==> src/hw/rtl/plsc_pkg.sv <==
// Shared types, constants and the saturation helper of the sensor calibration unit.
`default_nettype none

package plsc_pkg;

    // Working width of the shared divider.
    localparam int DIV_W = 64;

    // Reciprocal for a truncating divide by 100 of a magnitude below 2**32.
    localparam logic [30:0] DIV100_MAGIC = 31'd1374389535;
    localparam int          DIV100_SHIFT = 37;

    localparam int SCALE = 100;

    typedef struct packed {
        logic                    start;
        logic signed [DIV_W-1:0] dividend;
        logic signed [DIV_W-1:0] divisor;
    } t_div_req;

    typedef struct packed {
        logic                    done;
        logic signed [DIV_W-1:0] quotient;
        logic signed [DIV_W-1:0] remainder;
    } t_div_rsp;

    // Clamp a 72-bit signed value to 32 bits; bit 32 of the result flags a clamp.
    function automatic logic [32:0] sat72(input logic signed [71:0] v);
        logic [32:0] res;
        if (v > 72'sd2147483647) begin
            res = {1'b1, 32'h7FFF_FFFF};
        end else if (v < -72'sd2147483648) begin
            res = {1'b1, 32'h8000_0000};
        end else begin
            res = {1'b0, v[31:0]};
        end
        return res;
    endfunction

endpackage

`default_nettype wire

==> src/hw/rtl/plsc_div.sv <==
// Shared radix-2 signed divider with truncation toward zero.
`default_nettype none

module plsc_div (
    input  wire logic               i_clk,
    input  wire logic               i_rst_n,
    input  wire plsc_pkg::t_div_req i_req,
    output plsc_pkg::t_div_rsp      o_rsp
);

    localparam int W     = plsc_pkg::DIV_W;
    localparam int CNT_W = $clog2(W + 1);

    logic             r_run;
    logic             r_done;
    logic [CNT_W-1:0] r_cnt;
    logic [W-1:0]     r_quo;
    logic [W-1:0]     r_rem;
    logic [W-1:0]     r_dvs;
    logic             r_qneg;
    logic             r_rneg;

    logic [W:0]       trial;
    logic [W:0]       diff;
    logic             ge;

    assign trial = {r_rem, r_quo[W-1]};
    assign diff  = trial - {1'b0, r_dvs};
    assign ge    = ~diff[W];

    always_ff @(posedge i_clk) begin
        if (!i_rst_n) begin
            r_run  <= 1'b0;
            r_done <= 1'b0;
            r_cnt  <= '0;
        end else begin
            r_done <= 1'b0;
            if (i_req.start) begin
                r_run  <= 1'b1;
                r_cnt  <= CNT_W'(W);
                r_rem  <= '0;
                r_quo  <= i_req.dividend[W-1] ? W'(0) - i_req.dividend : i_req.dividend;
                r_dvs  <= i_req.divisor[W-1] ? W'(0) - i_req.divisor : i_req.divisor;
                r_qneg <= i_req.dividend[W-1] ^ i_req.divisor[W-1];
                r_rneg <= i_req.dividend[W-1];
            end else if (r_run) begin
                r_rem <= ge ? diff[W-1:0] : trial[W-1:0];
                r_quo <= {r_quo[W-2:0], ge};
                r_cnt <= r_cnt - 1'b1;
                if (r_cnt == CNT_W'(1)) begin
                    r_run  <= 1'b0;
                    r_done <= 1'b1;
                end
            end
        end
    end

    assign o_rsp.done      = r_done;
    assign o_rsp.quotient  = r_qneg ? W'(0) - r_quo : r_quo;
    assign o_rsp.remainder = r_rneg ? W'(0) - r_rem : r_rem;

endmodule

`default_nettype wire
==> config.mk <==
export PLATFORM = sky130hd
export DESIGN_NAME = plsc_div
export DESIGN_NICKNAME = d
export VERILOG_FILES = /design/src/hw/rtl/plsc_pkg.sv /design/src/hw/rtl/plsc_div.sv
export SDC_FILE = /design/constraint.sdc
export NUM_CORES = 1
export LEC_CHECK = 0
export ABC_CLOCK_PERIOD_IN_PS = 8300
export BUFFER_PORTS_ARGS = -buffer_cell sky130_fd_sc_hd__buf_4
export CORE_ASPECT_RATIO = 0.5
export CORE_UTILIZATION = 55
export DETAILED_ROUTE_END_ITERATION = 8
export HOLD_SLACK_MARGIN = 0.08
export PLACE_DENSITY_LB_ADDON = 0.12
export SLEW_MARGIN = 20
export SYNTH_ARGS = -nofsm -noshare
export SYNTH_HDL_FRONTEND = slang
export SYNTH_SLANG_ARGS = --single-unit
==> constraint.sdc <==
create_clock -name i_clk -period 8.3 [get_ports i_clk]
set_clock_uncertainty 0.1 [all_clocks]
set_input_delay 0 -clock i_clk [delete_from_list [all_inputs] [get_ports i_clk]]
set_output_delay 0 -clock i_clk [all_outputs]
set_load 0.02 [all_outputs]
==> results.md, run 1 <==
- The port buffer count is 259.
- The switching share of power is 0.366.
- The floorplan has 45 rows.
- The fraction of power consumed by sequential logic is 0.338.
- The share of total power dissipated in the clock network is 0.256.
- The overall die width is 253 um.
- Summed over all nets, the switching power comes to 0.00146 W.
- The number of antenna violations at the first check in global routing is 1.
- The pin count of the biggest net entering global routing is 121.
- After detailed routing, the average wire length per cell comes to 19.4 um.
- Setup violations remaining at the end of the flow were counted as 0.
- At the pin with the least slew margin, the transition time is 0.958 ns.
- The min-delay analysis places its worst path in the category in2reg.
- The number of buffers between clock root and the deepest sink is 3.
- The flow ran to the end, and the final reports show no timing, DRC or antenna violations.
- 0 antenna diodes ended up in the layout.
- The met1 routing resource usage after global routing is 0.445.
- Cell internal power was estimated by the tool at 0.00254 W.
- The area of the die is 32300 um2.
- The total wire length after detailed routing is 56.5 mm.
- CTS built an H-tree with a depth of 1.
- The sequential fraction of the synthesis area is 0.347.
- In this run the worst path has a maximum fanout of 4.
- Leaving out fill and tap cells, the most frequent cells in the layout are buf_4 (267), dlygate4sd3_1 (262), xnor2_1 (217), a21oi_1 (197).
- The ratio of cells with drive above 1 in the final layout is 0.136.
- Among the stages of the critical path, the cell type that occurs most often is dlygate4sd3_1.
- The HPWL after detailed placement is 37.7 mm.
- The detailed router finished its first iteration with 1592 violations.
- The via count of the first global-routing pass was 17.0k.
- The clock latency on the worst-skew pair is 0.53 ns.
- The area of combinational cells with multiple inputs is 10600 um2.
- The number of max-cap violations is 0.
- The final-layout fill cell count is 2208.
- The mean instance size in the synthesized netlist is 8.55 um2.
- Headroom to the max-slew limit came out at 0.361.
- TritonCTS built the clock tree.
- For this design the static power due to leakage is 8.80 nW.
- Walking the worst path, the cells encountered are dlygate4sd3_1 -> buf_4 -> or4_1 -> nor4_1 -> nand4_1 -> or2_2 -> or4_1 -> or2_2 -> o31ai_1 -> xor2_1 -> dlygate4sd3_1 -> a21oi_1 -> dlygate4sd3_1.
- Counting every net in the synthesized netlist gives 2228.
- The synthesized area is 17300 um2.
- The count of nets left with antenna violations once routing finished came out at 0.
- Summing over every cut layer, the via total after detailed routing is 17.6k.
- On the worst path, the slowest cell contributes a delay of 0.74 ns.
- For this design, the slowest cell found on the critical path is nor4_1.
- The final period demand of the worst path is 5.13 ns.
- STA puts the critical path data arrival time at 5.30 ns.
- The I/O pin count is 260.
- The number of slew-limit violations in the final report was 0.
- The kind of critical path is in2reg.
- The kind of start point of the critical path is an input port.
- In the routed design, unresolved DRC markers number 0.
- In this run, distinct cell masters in the synthesized netlist total 69.
- Counting flops and latches in the post-synthesis netlist gives 203.
- The most common cell after layout, fill and taps aside is buf_4.
- The yosys synthesis warning count is 0.
- After synthesis, the cell types taking the most area are edfxtp_1 (34%), xnor2_1 (11%), a21oi_1 (5.7%), ha_1 (5.1%), xor2_1 (4.3%).
- Of the post-synthesis cell area, the dominant cell type holds 0.336.
- The maximum clock frequency is 195 MHz.
- The maximum VDD drop is 0.161 mV.
- The region available for standard cell placement spans 30600 um2.
- The number of enable-type register cells in the synthesized netlist is 194.
- Dividing the detail-routed via count by the number of cells gives 6.05.
- The cell type contributing the most total cell area after synthesis is edfxtp_1.
- TritonCTS created 21 clock buffers.
- The share of total power dissipated in combinational logic is 0.406.
- The count of endpoints failing hold in the final timing report was 0.
- After technology mapping, the gate count stands at 2026.
- The number of detailed-route iterations in the first pass is 5.
- The first global-routing pass estimated 89.2 mm of wire.
- At the end of routability-driven placement, the weighted congestion stood at 0.951.
- In the finished design, the share of the clock period the worst path needs comes to 0.618.
- After the flow finishes, the layout carries non-filler instances totaling 2917.
- The worst setup path is captured at a register.
- After detailed placement, the design holds a cell count of 2618.
- The number of nets in the final layout is 2682.
- Summed over all layers, the global routing overflow is 0.
- After routing, the total negative slack on setup checks comes to 0 ns.
- The met3 track utilization from global routing is 0.0628.
- For this run, the leading register cell type out of synthesis is edfxtp_1.
- Across every metal layer, demand over resource in global routing totals 0.346.
- The power per cell area is 176 nW/um2.
- For this run, asynchronously set or reset flops after synthesis account for 0.
- The cell at the root of the clock tree is clkbuf_16.
- The busiest layer in global routing is met2.
- The met2 track demand over resource in global routing is 0.596.
- The clock-pin transition on the worst setup and hold timing paths is 0.07 ns.
- The growth of design area from synthesis to finish is 31.7%.
- For this configuration, the core starts out at a cell density of 0.566.
- The y dimension of the die is 128 um.
- Setup repair after global routing left no endpoint under its margin.
- The tree built by TritonCTS fans out to 203 sinks.
- The post-layout total power is 0.00401 W.
- Summing all flip-flop and latch instances after layout gives 6010 um2.
- STA puts the critical path data required time at 8.47 ns.
## power groups by stage
stage	logic [W]	clock network (W)	registers [W]
floorplan	0.000997	0	0.00134
global placement	0.00144	0	0.00137
detailed placement	0.00144	0	0.00137
CTS	0.00159	0.00102	0.00135
global route	0.00176	0.00107	0.00136
finish	0.00163	0.00102	0.00135
## Yosys cell counts, drive strengths merged (7+ instances only)
master and count:
xnor2 217, a21oi 197, edfxtp 194, nor2 194, nand2 187, o21ai 128
inv 101, xor2 86, clkbuf 84, o31ai 77, ha 70, or3 47
or4 45, nand4 35, nor3 35, o41ai 35, a21o 34, or2 25
nand3 20, nor4 20, o21bai 18, o21a 17, nand2b 16, buf 15
nor2b 13, mux2i 12, a22o 10, dfxtp 9, nand3b 9, o211ai 7
## per-stage QoR
step / utilization / hold slack [ns] / setup slack (ns) / cell area (um2)
after floorplan: - / -0.00113 / 4.21 / 17300
after global placement: 0.636 / 0.112 / 4.06 / 19500
after detailed placement: 0.636 / 0.107 / 3.96 / 19500
final: 0.745 / 0.0581 / 3.17 / 22800
after CTS: 0.745 / 0.0815 / 3.38 / 22800
after global routing: 0.745 / 0.120 / 3.07 / 22800
## timing repair
action                                  4_1_cts  5_1_grt
hold buffers                                262        0
setup buffers                                 0        0
endpoints found under the setup margin        0        0
endpoints found under the hold margin       138        0
resized for setup                             0        0
## cells by family after synthesis
kind of cell               Yosys count  synth area share
and+or+nand+nor                    664             0.187
AOI/OAI and AO/OA                  568             0.207
xor gates and xnor gates           303             0.153
DFF                                203             0.347
buffers and inverters              200            0.0442
adders and majority gates           71            0.0517
muxes                               17            0.0102
## worst paths after layout
kind / start / endpoint / slack [ns] / depth (start not counted)
worst max register to register: r_quo[63]$_DFFE_PP_ / r_rem[52]$_SDFFCE_PP0P_ / 3.97 / 13
worst max-delay path: i_req[78] / r_quo[55]$_DFFE_PP_ / 3.17 / 13
worst min register to register: r_cnt[6]$_SDFFE_PN0N_ / r_done$_SDFF_PP0_ / 0.39 / 1
worst min-delay path: i_req[128] / r_quo[17]$_DFFE_PP_ / 0.06 / 2
## area by class of cell
type | count | area share
inverters | 101 | 0.0166
clock inverters | 12 | 0.00609
clock buffers | 25 | 0.0246
repair buffers | 530 | 0.203
flip-flops and latches | 203 | 0.263
multi-input cells | 1623 | 0.463
well taps | 423 | 0.0232
## state kept, by name, indices dropped and copies added (netlist names)
register and cells:
r_quo 64, r_dvs 64, r_qneg 1, r_rneg 1, r_run 1, r_cnt 7, r_done 1, r_rem 64
## worst max-delay path, delay by kind of cell
family	cells	cell delay [ns]
simple gates	6	2.96
buf+inv	4	1.86
compound gates	2	0.31
xor+xnor	1	0.17
## layer usage
metal	routed length, um	vias up
li1	-	8297
met1	23200	8424
met2	27000	812
met3	4620	109
met4	1560	2
met5	12	-
No activity file was read; power rests on OpenSTA's default activity.
==> run 2, diff against run 1 <==
--- a/config.mk
+++ b/config.mk
@@ -5,10 +5,10 @@
 export SDC_FILE = /design/constraint.sdc
 export NUM_CORES = 1
 export LEC_CHECK = 0
-export ABC_CLOCK_PERIOD_IN_PS = 8300
+export ABC_CLOCK_PERIOD_IN_PS = 4200
 export BUFFER_PORTS_ARGS = -buffer_cell sky130_fd_sc_hd__buf_4
 export CORE_ASPECT_RATIO = 0.5
-export CORE_UTILIZATION = 55
+export CORE_UTILIZATION = 53
 export DETAILED_ROUTE_END_ITERATION = 8
 export HOLD_SLACK_MARGIN = 0.08
 export PLACE_DENSITY_LB_ADDON = 0.12
==> constraint.sdc (replaced) <==
create_clock -name i_clk -period 4.2 [get_ports i_clk]
set_clock_uncertainty 0.1 [all_clocks]
set_input_delay 0 -clock i_clk [delete_from_list [all_inputs] [get_ports i_clk]]
set_output_delay 0 -clock i_clk [all_outputs]
set_load 0.02 [all_outputs]
==> results.md, run 2 (synthesis results as in run 1) <==
- The reg-to-reg setup timing slack is 0.28 ns (-3.69 ns).
- The count of endpoints failing setup in the final report is 5 (+5).
- The number of max-cap violations was 0 (unchanged).
- The worst setup slack before clock tree synthesis is 0.0912 ns (-3.87 ns).
- The total wire length after detailed routing is 56.8 mm (+0.55%).
- The number of slew-limit violations in the final report is 0 (unchanged).
- The flow ran to the end, but the final reports show violations.
- The final design instance area without fill is 23400 um2 (+2.8%).
- The growth of design area from synthesis to finish is 35.3%.
- The path class of the lowest-slack min-delay path is in2reg.
- The final-layout fill cell count is 2431 (+10%).
- The initial detailed-routing violation count is 1551 (-2.6%).
- The highest net fanout along the worst path is 4 (unchanged).
- The global-route usage over all layers is 0.324 (-0.0219).
- The delay of the slowest critical-path stage is 0.55 ns (-0.19 ns).
- The overall die width was 258 um (+1.9%).
- The count of endpoints failing hold in the final timing report is 0 (unchanged).
- The via count of the first global-routing pass is 16.2k (-4.8%).
- The data required time of the worst path is 4.10 ns (-4.37 ns).
- The signal on the critical path passes through or4_4 -> or3_4 -> or4_4 -> or4_4 -> or3b_4 -> nand2b_4 -> or3_4 -> o41ai_4 -> xnor2_1 -> buf_4.
- The length in cells of the worst reg-to-reg path is 10 (-3).
- TritonCTS built the clock tree.
- The number of nets in the final layout is 2724 (+1.6%).
- The port buffer count came to 259 (unchanged).
- The total clock buffers created by CTS is 22 (+4.8%).
- The utilization after layout is 0.734 (-0.0108).
- The area of all sequential standard cells is 6010 um2 (unchanged).
- The number of H-tree levels is 1 (unchanged).
- In the layout the commonest cells are buf_4 (349), dlygate4sd3_1 (218), xnor2_1 (215), a21oi_1 (197).
- The final period demand of the worst path is 4.40 ns.
- The initial standard-cell utilization of the core came to 0.542 (-0.0233).
- The capturing element of the worst setup path is o_rsp[125].
- The checks that failed: negative setup slack.
- In the final layout, the registers with the most flip-flops are r_dvs: 64 flops, r_quo: 64 flops, r_rem: 64 flops.
- The y dimension of the die came to 130 um (+1.8%).
- The routability-driven placement congestion ratio came to 0.977 (+2.7%).
- The final clock period utilization by the worst path is 1.05.
- The standby leakage power came to 9.19 nW (+4.5%).
- The area of the die is 33500 um2 (+3.7%).
- The most common cell after layout, fill and taps aside is buf_4.
- The critical path is of the reg2out type.
- In this design, the critical path's most frequently occurring cell is or4_4.
- The worst hold-check slack is 0.124 ns (+0.0657 ns).
- The number of antenna violations at the first check in global routing was 2 (+1).
- The sink count of the clock tree is 203 (unchanged).
- The maximum clock frequency is 227 MHz.
- The measured slew at the worst slew-check pin is 1.13 ns (+0.175 ns).
- The area of combinational cells with multiple inputs is 10900 um2 (+2.7%).
- The critical path launch point is r_quo[12]$_DFFE_PP_.
- The path length in cells of the critical path is 10 (-3).
- The global-route wire length before repair is 86.2 mm (-3.3%).
- The aggregate global routing overflow is 0 (unchanged).
- The wire length per cell after detailed routing is 19.1 um (-1.3%).
- The total cell area at the placement stage is 20000 um2 (+2.6%).
- The clock latency on the worst-skew pair came to 0.53 ns (about the same).
- The relative slew slack is 0.245 (-0.116).
- Broken down by cell family, the worst path's largest delay share belongs to simple AND/OR/NAND/NOR gates.
- The area inside the core boundary is 31900 um2 (+4.3%).
- The number of buffers between clock root and the deepest sink is 3 (unchanged).
- The clock-pin transition on the worst setup and hold timing paths is 0.06 ns (about the same).
- The slowest stage of the critical path belongs to the cell or4_4.
- The cell at the root of the clock tree is clkbuf_16.
- The placement row count came to 46 (+2.2%).
- The kind of start point of the critical path is a register.
- The worst path buffer plus inverter count was 1 (-3).
- The data arrival time at the worst-slack endpoint came to 4.30 ns (-1.00 ns).
- The pin count of the biggest net entering global routing is 75 (-38%).
- The number of detailed-route iterations in the first pass is 8 (+3).
- The kind of end point of the critical path is an output pin.
- In this run the critical register-to-register path is launched from r_rem[47]$_SDFFCE_PP0P_.
- The ratio of cells with drive above 1 in the final layout is 0.186 (+0.0497).
- The number of vias after detailed routing is 17.6k (-0.39%).
- The post-detailed-route DRC marker count came to 0 (unchanged).
- The power per cell area is 349 nW/um2 (+99%).
- The I/O pin count is 260 (unchanged).
- The via density per instance came to 5.92 (-2.2%).
- The total negative setup slack is -0.673 ns (-0.673 ns).
- The maximum VDD drop was 0.296 mV (+84%).
- The destination of the worst register-to-register timing path is r_rem[37]$_SDFFCE_PP0P_.
- The startpoint identified for the worst hold timing path is i_req[74].
- The final worst setup slack came to -0.199 ns (-3.37 ns).
- The final antenna-violating net count is 0 (unchanged).
- Setup repair after global routing could not meet its margin everywhere.
- The HPWL after detailed placement is 39.3 mm (+4.3%).
==> run 2: cell types whose count changed in the layout (fill, tap and decap cells not counted), sizes merged <==
cell / previous run / this run
buf: 268 / 353
bufinv: 3 / 4
clkbuf: 25 / 33
clkinv: 8 / 2
diode: 0 / 2
dlygate4sd3: 262 / 218
inv: 102 / 101
==> run 2: layout make-up <==
class	instances	area share
Clock buffer	33	0.0283
Timing Repair Buffer	571	0.208
Clock inverter	6	0.00555
Antenna cell	2	0.000213
Tap cell	432	0.0231
Multi-Input combinational cell	1623	0.463
Sequential cell	203	0.256
Inverter	101	0.0162
==> run 2: worst register-to-register path, delay by kind of cell, from the launching register on <==
family / cells / cell delay [ns]
flops: 1 / 0.51
fa+ha+maj: 1 / 0.45
simple gates: 6 / 2.11
compound gates: 3 / 0.61
==> run 2: power breakdown <==
part	leakage (nW)	internal [W]	switching, W
clock network	0.390	0.00133	0.000867
logic	6.88	0.00148	0.00184
registers	1.92	0.00247	0.000188
total	9.19	0.00529	0.00290
==> run 2: repair_timing <==
| action | CTS | global route |
|---|---|---|
| setup endpoints to repair | 15 | 26 |
| hold endpoints to repair | 179 | 0 |
| hold buffers | 218 | 0 |
| cloned | 0 | 0 |
| pin swaps | 6 | 5 |
| resized for setup | 20 | 36 |
| setup buffers | 5 | 18 |
==> run 2: routing by layer <==
metal,vias up,part of all wire,global-route usage
met5,-,0,0
met4,0,0.031,0.100
met3,116,0.070,0.0435
met2,712,0.48,0.561
met1,8345,0.42,0.426
li1,8402,-,-
==> run 2: how the worst min path moves through the flow <==
stage / slack [ns] / cells after the start / endpoint
after floorplan: -0.001 / 0 / r_dvs[0]$_DFFE_PP_
after global placement: 0.11 / 1 / r_dvs[0]$_DFFE_PP_
after detailed placement: 0.11 / 1 / r_dvs[0]$_DFFE_PP_
after CTS: 0.1 / 5 / r_quo[6]$_DFFE_PP_
after global routing: 0.14 / 6 / r_quo[11]$_DFFE_PP_
final: 0.12 / 6 / r_quo[11]$_DFFE_PP_
==> run 2: per-stage QoR <==
step	std cells	total power, W
floorplan	2026	0.00462
finish	2971	0.00818
detailed placement	2689	0.00567
global placement	2689	0.00564
global route	2971	0.00856
CTS	2951	0.00808
